**src/hdl/ovl_pkg.sv**
```systemverilog
`timescale 1ns / 1ps

package ovl_pkg;

	localparam int CAPACITY_DEF = 16;

	localparam int OP_W     = 3;
	localparam int VAL_W    = 32;
	localparam int STATUS_W = 2;
	localparam int LEN_W    = 5;

	localparam logic [OP_W-1:0] OP_APPEND  = 3'd0;
	localparam logic [OP_W-1:0] OP_FRONT   = 3'd1;
	localparam logic [OP_W-1:0] OP_DELETE  = 3'd2;
	localparam logic [OP_W-1:0] OP_SEARCH  = 3'd3;
	localparam logic [OP_W-1:0] OP_DISPLAY = 3'd4;

	localparam logic [STATUS_W-1:0] ST_OK    = 2'd0;
	localparam logic [STATUS_W-1:0] ST_FULL  = 2'd1;
	localparam logic [STATUS_W-1:0] ST_MISS  = 2'd2;
	localparam logic [STATUS_W-1:0] ST_EMPTY = 2'd3;

endpackage

```
**src/hdl/ordered_value_list_unit.sv**
```systemverilog
`timescale 1ns / 1ps

// Bounded ordered list of signed 32-bit values held in a single memory with one write
// and one registered read per cycle. A transaction is taken when start is high and busy
// is low; its results appear one per cycle on result_valid and must be taken as shown,
// since the receiver cannot stall. Append, unused codes, inserts into a full list and
// operations on an empty list keep busy low, and the result shows in the next cycle.
// Insert at the front moves every entry up one place, starting at the tail, and then
// writes the new value at the head. Search and delete scan from the head through the
// registered read, one entry a cycle until a match; a delete then moves the tail down.
// Display gives one entry a cycle through the registered read. The final result shows
// in the first cycle after busy falls, when the next transaction can already be taken.
// The memory needs no clearing after reset: only entries below the count are ever read.
module ordered_value_list_unit
	import ovl_pkg::*;
#(
	parameter int CAPACITY = CAPACITY_DEF
) (
	input  logic                       clk,
	input  logic                       arst_n,
	input  logic                       start,
	output logic                       busy,
	input  logic [OP_W-1:0]            operation,
	input  logic signed [VAL_W-1:0]    item_value,
	output logic                       result_valid,
	output logic                       found,
	output logic signed [VAL_W-1:0]    entry_value,
	output logic [STATUS_W-1:0]        status,
	output logic                       last,
	output logic [LEN_W-1:0]           list_length
);

	localparam int IW = (CAPACITY > 1) ? $clog2(CAPACITY) : 1;
	localparam int CW = $clog2(CAPACITY + 1);

	typedef enum logic [2:0] {
		IDLE,
		FRONT,
		FRONT_HEAD,
		SCAN,
		DEL_SHIFT,
		DISPLAY
	} state_t;

	state_t                  state_q;
	logic [CW-1:0]           count_q;
	logic [OP_W-1:0]         op_q;
	logic signed [VAL_W-1:0] key_q;
	logic [IW-1:0]           rp_q;
	logic                    issuing_q;

	logic signed [VAL_W-1:0] mem [CAPACITY];
	logic                    rd_vld_s1;
	logic [IW-1:0]           rd_idx_s1;
	logic signed [VAL_W-1:0] rdata_s1;

	logic                    rd_en;
	logic                    wr_en;
	logic [IW-1:0]           wr_addr;
	logic signed [VAL_W-1:0] wr_data;
	logic [CW-1:0]           cnt_p1;
	logic [CW-1:0]           cnt_m1;
	logic [IW-1:0]           last_idx;
	logic                    full;
	logic                    rd_last_s1;
	logic                    hit_s1;

	assign busy     = (state_q != IDLE);
	assign cnt_p1   = count_q + CW'(1);
	assign cnt_m1   = count_q - CW'(1);
	assign last_idx = cnt_m1[IW-1:0];
	assign full     = (count_q == CW'(CAPACITY));
	assign rd_last_s1 = rd_vld_s1 && (rd_idx_s1 == last_idx);
	assign hit_s1     = rd_vld_s1 && (rdata_s1 == key_q);

	always_comb begin
		rd_en = 1'b0;
		case (state_q)
			FRONT, DEL_SHIFT, DISPLAY: rd_en = issuing_q;
			SCAN:                      rd_en = issuing_q && !hit_s1;
			default:                   rd_en = 1'b0;
		endcase
	end

	always_comb begin
		wr_en   = 1'b0;
		wr_addr = count_q[IW-1:0];
		wr_data = item_value;
		case (state_q)
			IDLE: begin
				// An empty list takes a front insert at the same place as an append.
				wr_en = start && !full && ((operation == OP_APPEND) ||
					((operation == OP_FRONT) && (count_q == '0)));
			end
			FRONT: begin
				wr_en   = rd_vld_s1;
				wr_addr = rd_idx_s1 + IW'(1);
				wr_data = rdata_s1;
			end
			FRONT_HEAD: begin
				wr_en   = 1'b1;
				wr_addr = '0;
				wr_data = key_q;
			end
			DEL_SHIFT: begin
				wr_en   = rd_vld_s1;
				wr_addr = rd_idx_s1 - IW'(1);
				wr_data = rdata_s1;
			end
			default: wr_en = 1'b0;
		endcase
	end

	always_ff @(posedge clk) begin
		if (wr_en) begin
			mem[wr_addr] <= wr_data;
		end
		if (rd_en) begin
			rdata_s1 <= mem[rp_q];
		end
		rd_idx_s1 <= rp_q;
	end

	always_ff @(posedge clk or negedge arst_n) begin
		if (!arst_n) begin
			rd_vld_s1 <= 1'b0;
		end else begin
			rd_vld_s1 <= rd_en;
		end
	end

	always_ff @(posedge clk or negedge arst_n) begin
		if (!arst_n) begin
			state_q      <= IDLE;
			count_q      <= '0;
			issuing_q    <= 1'b0;
			result_valid <= 1'b0;
			op_q         <= OP_APPEND;
			key_q        <= '0;
			rp_q         <= '0;
			found        <= 1'b0;
			entry_value  <= '0;
			status       <= ST_OK;
			last         <= 1'b0;
			list_length  <= '0;
		end else begin
			result_valid <= 1'b0;
			found        <= 1'b0;
			entry_value  <= '0;
			status       <= ST_OK;
			last         <= 1'b1;
			list_length  <= LEN_W'(count_q);
			unique case (state_q)
				IDLE: begin
					if (start) begin
						op_q  <= operation;
						key_q <= item_value;
						case (operation)
							OP_APPEND, OP_FRONT: begin
								if (full) begin
									result_valid <= 1'b1;
									status       <= ST_FULL;
								end else if ((operation == OP_APPEND) || (count_q == '0)) begin
									count_q      <= cnt_p1;
									result_valid <= 1'b1;
									list_length  <= LEN_W'(cnt_p1);
								end else begin
									state_q   <= FRONT;
									rp_q      <= last_idx;
									issuing_q <= 1'b1;
								end
							end
							OP_DELETE, OP_SEARCH, OP_DISPLAY: begin
								if (count_q == '0) begin
									result_valid <= 1'b1;
									status <= (operation == OP_DISPLAY) ? ST_EMPTY : ST_MISS;
								end else begin
									state_q   <= (operation == OP_DISPLAY) ? DISPLAY : SCAN;
									rp_q      <= '0;
									issuing_q <= 1'b1;
								end
							end
							default: begin
								result_valid <= 1'b1;
							end
						endcase
					end
				end
				FRONT: begin
					// Walks from the tail down so that no entry is overwritten before it moves.
					if (rd_en) begin
						rp_q      <= rp_q - IW'(1);
						issuing_q <= (rp_q != '0);
					end
					if (rd_vld_s1 && (rd_idx_s1 == '0)) begin
						state_q <= FRONT_HEAD;
					end
				end
				FRONT_HEAD: begin
					count_q      <= cnt_p1;
					result_valid <= 1'b1;
					list_length  <= LEN_W'(cnt_p1);
					state_q      <= IDLE;
				end
				SCAN: begin
					if (hit_s1) begin
						if ((op_q == OP_SEARCH) || rd_last_s1) begin
							result_valid <= 1'b1;
							found        <= 1'b1;
							state_q      <= IDLE;
							if (op_q != OP_SEARCH) begin
								count_q     <= cnt_m1;
								list_length <= LEN_W'(cnt_m1);
							end
						end else begin
							// Restart reads just past the match to close the gap.
							state_q   <= DEL_SHIFT;
							rp_q      <= rd_idx_s1 + IW'(1);
							issuing_q <= 1'b1;
						end
					end else begin
						if (rd_en) begin
							rp_q      <= rp_q + IW'(1);
							issuing_q <= (rp_q != last_idx);
						end
						if (rd_last_s1) begin
							result_valid <= 1'b1;
							status       <= ST_MISS;
							state_q      <= IDLE;
						end
					end
				end
				DEL_SHIFT: begin
					if (rd_en) begin
						rp_q      <= rp_q + IW'(1);
						issuing_q <= (rp_q != last_idx);
					end
					if (rd_last_s1) begin
						count_q      <= cnt_m1;
						result_valid <= 1'b1;
						found        <= 1'b1;
						list_length  <= LEN_W'(cnt_m1);
						state_q      <= IDLE;
					end
				end
				DISPLAY: begin
					if (rd_en) begin
						rp_q      <= rp_q + IW'(1);
						issuing_q <= (rp_q != last_idx);
					end
					if (rd_vld_s1) begin
						result_valid <= 1'b1;
						entry_value  <= rdata_s1;
						last         <= rd_last_s1;
						if (rd_last_s1) begin
							state_q <= IDLE;
						end
					end
				end
				default: begin
					state_q <= IDLE;
				end
			endcase
		end
	end

endmodule

```
**config.mk**
```make
export PLATFORM = sky130hd
export DESIGN_NAME = ordered_value_list_unit
export DESIGN_NICKNAME = d
export VERILOG_FILES = /design/src/hdl/ovl_pkg.sv /design/src/hdl/ordered_value_list_unit.sv
export SDC_FILE = /design/constraint.sdc
export NUM_CORES = 1
export LEC_CHECK = 0
export BUFFER_PORTS_ARGS = -buffer_cell sky130_fd_sc_hd__buf_2
export CORE_ASPECT_RATIO = 1.25
export CORE_MARGIN = 3
export CORE_UTILIZATION = 62
export CTS_CLUSTER_DIAMETER = 100
export DETAILED_ROUTE_END_ITERATION = 10
export PLACE_DENSITY = 0.8
export SYNTH_ARGS = -nofsm -noshare
export SYNTH_HDL_FRONTEND = slang
export SYNTH_SLANG_ARGS = --single-unit
```
**constraint.sdc**
```tcl
create_clock -name clk -period 5.94 [get_ports clk]
set_input_delay 0 -clock clk [delete_from_list [all_inputs] [get_ports clk]]
set_output_delay 0 -clock clk [all_outputs]
set_load 0.05 [all_outputs]
```
==> flow_metrics.env <==
export IMPL_fillCellCount=2338
export IMPL_ys_seq_elements=634
export IMPL_worstRegToRegCells=6
export IMPL_drv_cap=0
export IMPL_start_kind="register"
export IMPL_grt_busiest_layer="met2"
export IMPL_use_met2=0.469
export IMPL_hold_violations=0
export IMPL_netlist_top_cells_area="edfxtp_1, mux4_2, dfrtp_1"
export IMPL_clk_insertion_delay_late_ns=0.60
export IMPL_synthAdderAreaFrac=0.00493
export IMPL_use_met3=0.0563
export IMPL_synth_top_area_cell="edfxtp_1"
export IMPL_diodes=0
export IMPL_drt_initial_drc_count=1442
export IMPL_synth_area_mm2=0.0254
export IMPL_grt_pass1_wl_um=91200
export IMPL_utilization=0.715
export IMPL_firstDrtPassIters=5
export IMPL_grt_use_met1=0.406
export IMPL_status="completed"
export IMPL_finClkSkew_ns=0.0278
export IMPL_slew_headroom=0.253
export IMPL_cts_setup_buffers=0
export IMPL_numCtsBuffers=57
export IMPL_cp_max_fo=32
export IMPL_synthMuxAreaShare=0.159
export IMPL_syn_area_per_cell_um2=19.4
export IMPL_r2r_slack_ns=2.02
export IMPL_path_class="reg -> reg"
export IMPL_power_mw=15.8
export IMPL_ir_drop_mv=0.485
export IMPL_rows=82
export IMPL_required_ns=6.14
export IMPL_synth_top_family_by_area="multiplexers"
export IMPL_crit_path_end_kind="register"
export IMPL_antenna_left=0
export IMPL_preCtsSetupSlack_ns=2.11
export IMPL_setup_viol=0
export IMPL_ctsHtreeMaxLevel=2
export IMPL_gp_congestion=0.901
export IMPL_cp_arrival_ns=4.12
export IMPL_via_per_inst=6.64
export IMPL_dieHeight_um=232
export IMPL_syn_inst=1310
export IMPL_multi_input_area_mm2=0.00664
export IMPL_synth_yosys_warnings=0
export IMPL_path_cells="clkinv_1, a21oi_1, nor2_1, nor3_1, nand2_1, nor2_4"
export IMPL_min_to="key_q[22]"
export IMPL_cp_slowest_cell="nor2_4"
export IMPL_synth_edf_count=544
export IMPL_syn_to_final_growth_pct=13.3
export IMPL_p_leak_nw=9.77
export IMPL_core_mm2=0.0402
export IMPL_synthSimpleGateAreaFrac=0.0415
export IMPL_die_w_um=187
export IMPL_cpPeakStageDelay_ns=0.94
export IMPL_cts_buffer_depth=3
export IMPL_cts_sinks=634
export IMPL_wirelength_um=60700
export IMPL_cts_tree="yes"
export IMPL_synth_top_cell_area_share=0.644
export IMPL_synth_xor_area_frac=0.0184
export IMPL_fin_crit_ns=3.92
export IMPL_hp_class="in -> reg"
export IMPL_tns_ns=0
export IMPL_track_usage=0.286
export IMPL_setup_ws_ns=2.02
export IMPL_r2r_end="mem[9][19]"
export IMPL_grt_ovfl_total=0
export IMPL_regArea_mm2=0.0186
export IMPL_p_per_area_mw_per_mm2=550
export IMPL_ys_types=63
export IMPL_clkTransAtPathRegs_ns=0.06
export IMPL_drc=0
export IMPL_post_route_period_util=0.660
export IMPL_final_max_slew_viol_count=0
export IMPL_async_flop_share=0.136
export IMPL_grt_pass1_vias=13800
export IMPL_num_vias=13400
export IMPL_cts_root_buf="clkbuf_16"
export IMPL_io_pins=81
export IMPL_synth_main_ff_cell="edfxtp_1"
export IMPL_hold_ws_ns=0.217
export IMPL_start_util=0.631
export IMPL_rsz0062_at_grt="false"
export IMPL_synth_compound_area_frac=0.0308
export IMPL_worst_pin_slew_ns=1.12
export IMPL_drive_gt1_frac=0.277
export IMPL_port_buffers=80
export IMPL_min_from="item_value[22]"
export IMPL_ys_seq_area_frac=0.731
export IMPL_wl_per_cell_um=30.0
export IMPL_whs_path_depth=3
export IMPL_grt_max_degree=136
export IMPL_antenna_found_initial=0
export IMPL_syn_nets=1358
export IMPL_nNetsFinal=1480
export IMPL_dieArea_mm2=0.0434
export IMPL_dp_hpwl_um=36600
export IMPL_timing_fmax_ghz=0.255
export IMPL_reg2reg_from="state_q[2]"
## metal layers
metal  part of all wire  vias to the layer above
li1                   -                     5499
met1               0.37                     7013
met2               0.50                      828
met3               0.11                      106
met4              0.024                        0
met5                  0                        -
## kinds of logic after synthesis
kind of cell    count (synthesis)
fa+ha+maj                      10
xor+xnor                       51
buf+inv                        84
simple gates                  223
flops                         634
compound gates                108
mux                           200
## stage by stage
| step | std cells | instance area, µm² |
|---|---|---|
| global placement | 1879 | 26500 |
| CTS | 2025 | 28800 |
| floorplan | 1310 | 25400 |
| detailed placement | 1879 | 26500 |
| finish | 2025 | 28800 |
| global route | 2025 | 28800 |
## cells in the final DEF (no fill, tap or decap), types with 9 or more instances in the layout
| master | instances |
|---|---|
| mux4_2 | 160 |
| clkbuf_16 | 57 |
| nand3_1 | 11 |
| clkbuf_1 | 12 |
| a21oi_1 | 16 |
| mux2_2 | 36 |
| o21ai_0 | 13 |
| buf_4 | 9 |
| edfxtp_1 | 544 |
| clkinv_2 | 11 |
| nor2_4 | 18 |
| xor2_1 | 35 |
| dfrtp_1 | 82 |
| xnor2_1 | 14 |
| clkinv_1 | 10 |
| a22oi_1 | 32 |
| and2_1 | 33 |
| ha_1 | 10 |
| nand2_1 | 94 |
| buf_2 | 79 |
| nor2_1 | 24 |
| dlygate4sd3_1 | 39 |
| inv_1 | 16 |
## where the power goes
part,total (mW),switching (mW),internal [mW]
Clock,3.71,1.60,2.11
Combinational,5.27,3.35,1.93
Sequential,6.85,0.523,6.33
## registers in the layout, summed over array words and instances (netlist names)
| name | cells |
|---|---|
| key_q | 32 |
| result_valid | 1 |
| state_q | 3 |
| entry_value | 32 |
| op_q | 3 |
| found | 1 |
| count_q | 5 |
| issuing_q | 1 |
| rp_q | 4 |
| last | 1 |
| mem | 512 |
| status | 2 |
| rdata_s1 | 32 |
| rd_vld_s1 | 1 |
| rd_idx_s1 | 4 |
## cell usage after synthesis, types with 8 or more instances
cell type	n
buf_2	13
nand3_1	11
a22oi_1	32
dfrtp_1	86
ha_1	10
nor3_1	8
nor2_1	43
clkbuf_1	46
mux4_2	160
inv_1	16
mux2_2	36
edfxtp_1	544
xnor2_1	14
xor2_1	35
and2_1	34
a21oi_1	18
nand2_1	94
o21ai_0	13
## critical path, delay by kind of cell, from the launching register on
family,cells,cell delay (ns)
simple gates,4,1.96
compound gates,1,0.34
flops,1,0.75
buf+inv,1,0.44
## area by class of cell
class | instances | share of cell area
Clock buffer | 72 | 0.0526
Clock inverter | 34 | 0.0129
Inverter | 17 | 0.00222
Multi-Input combinational cell | 592 | 0.231
Sequential cell | 634 | 0.646
Tap cell | 546 | 0.0238
Timing Repair Buffer | 130 | 0.0318
## timing repair
item,CTS,global route
endpoints found under the hold margin,66,0
hold buffers,40,0
gates resized for setup,0,0
## worst max path at each step
stage | end | startpoint | slack, ns
after floorplan | mem[7][0] | count_q[0] | 1.90
after CTS | mem[15][19] | state_q[2] | 2.10
after global routing | mem[11][24] | state_q[2] | 1.81
after detailed placement | mem[11][0] | state_q[2] | 2.11
after global placement | mem[10][0] | state_q[2] | 2.22
final | mem[9][19] | state_q[2] | 2.02
Note: power is estimated with default switching activity, not from simulation.
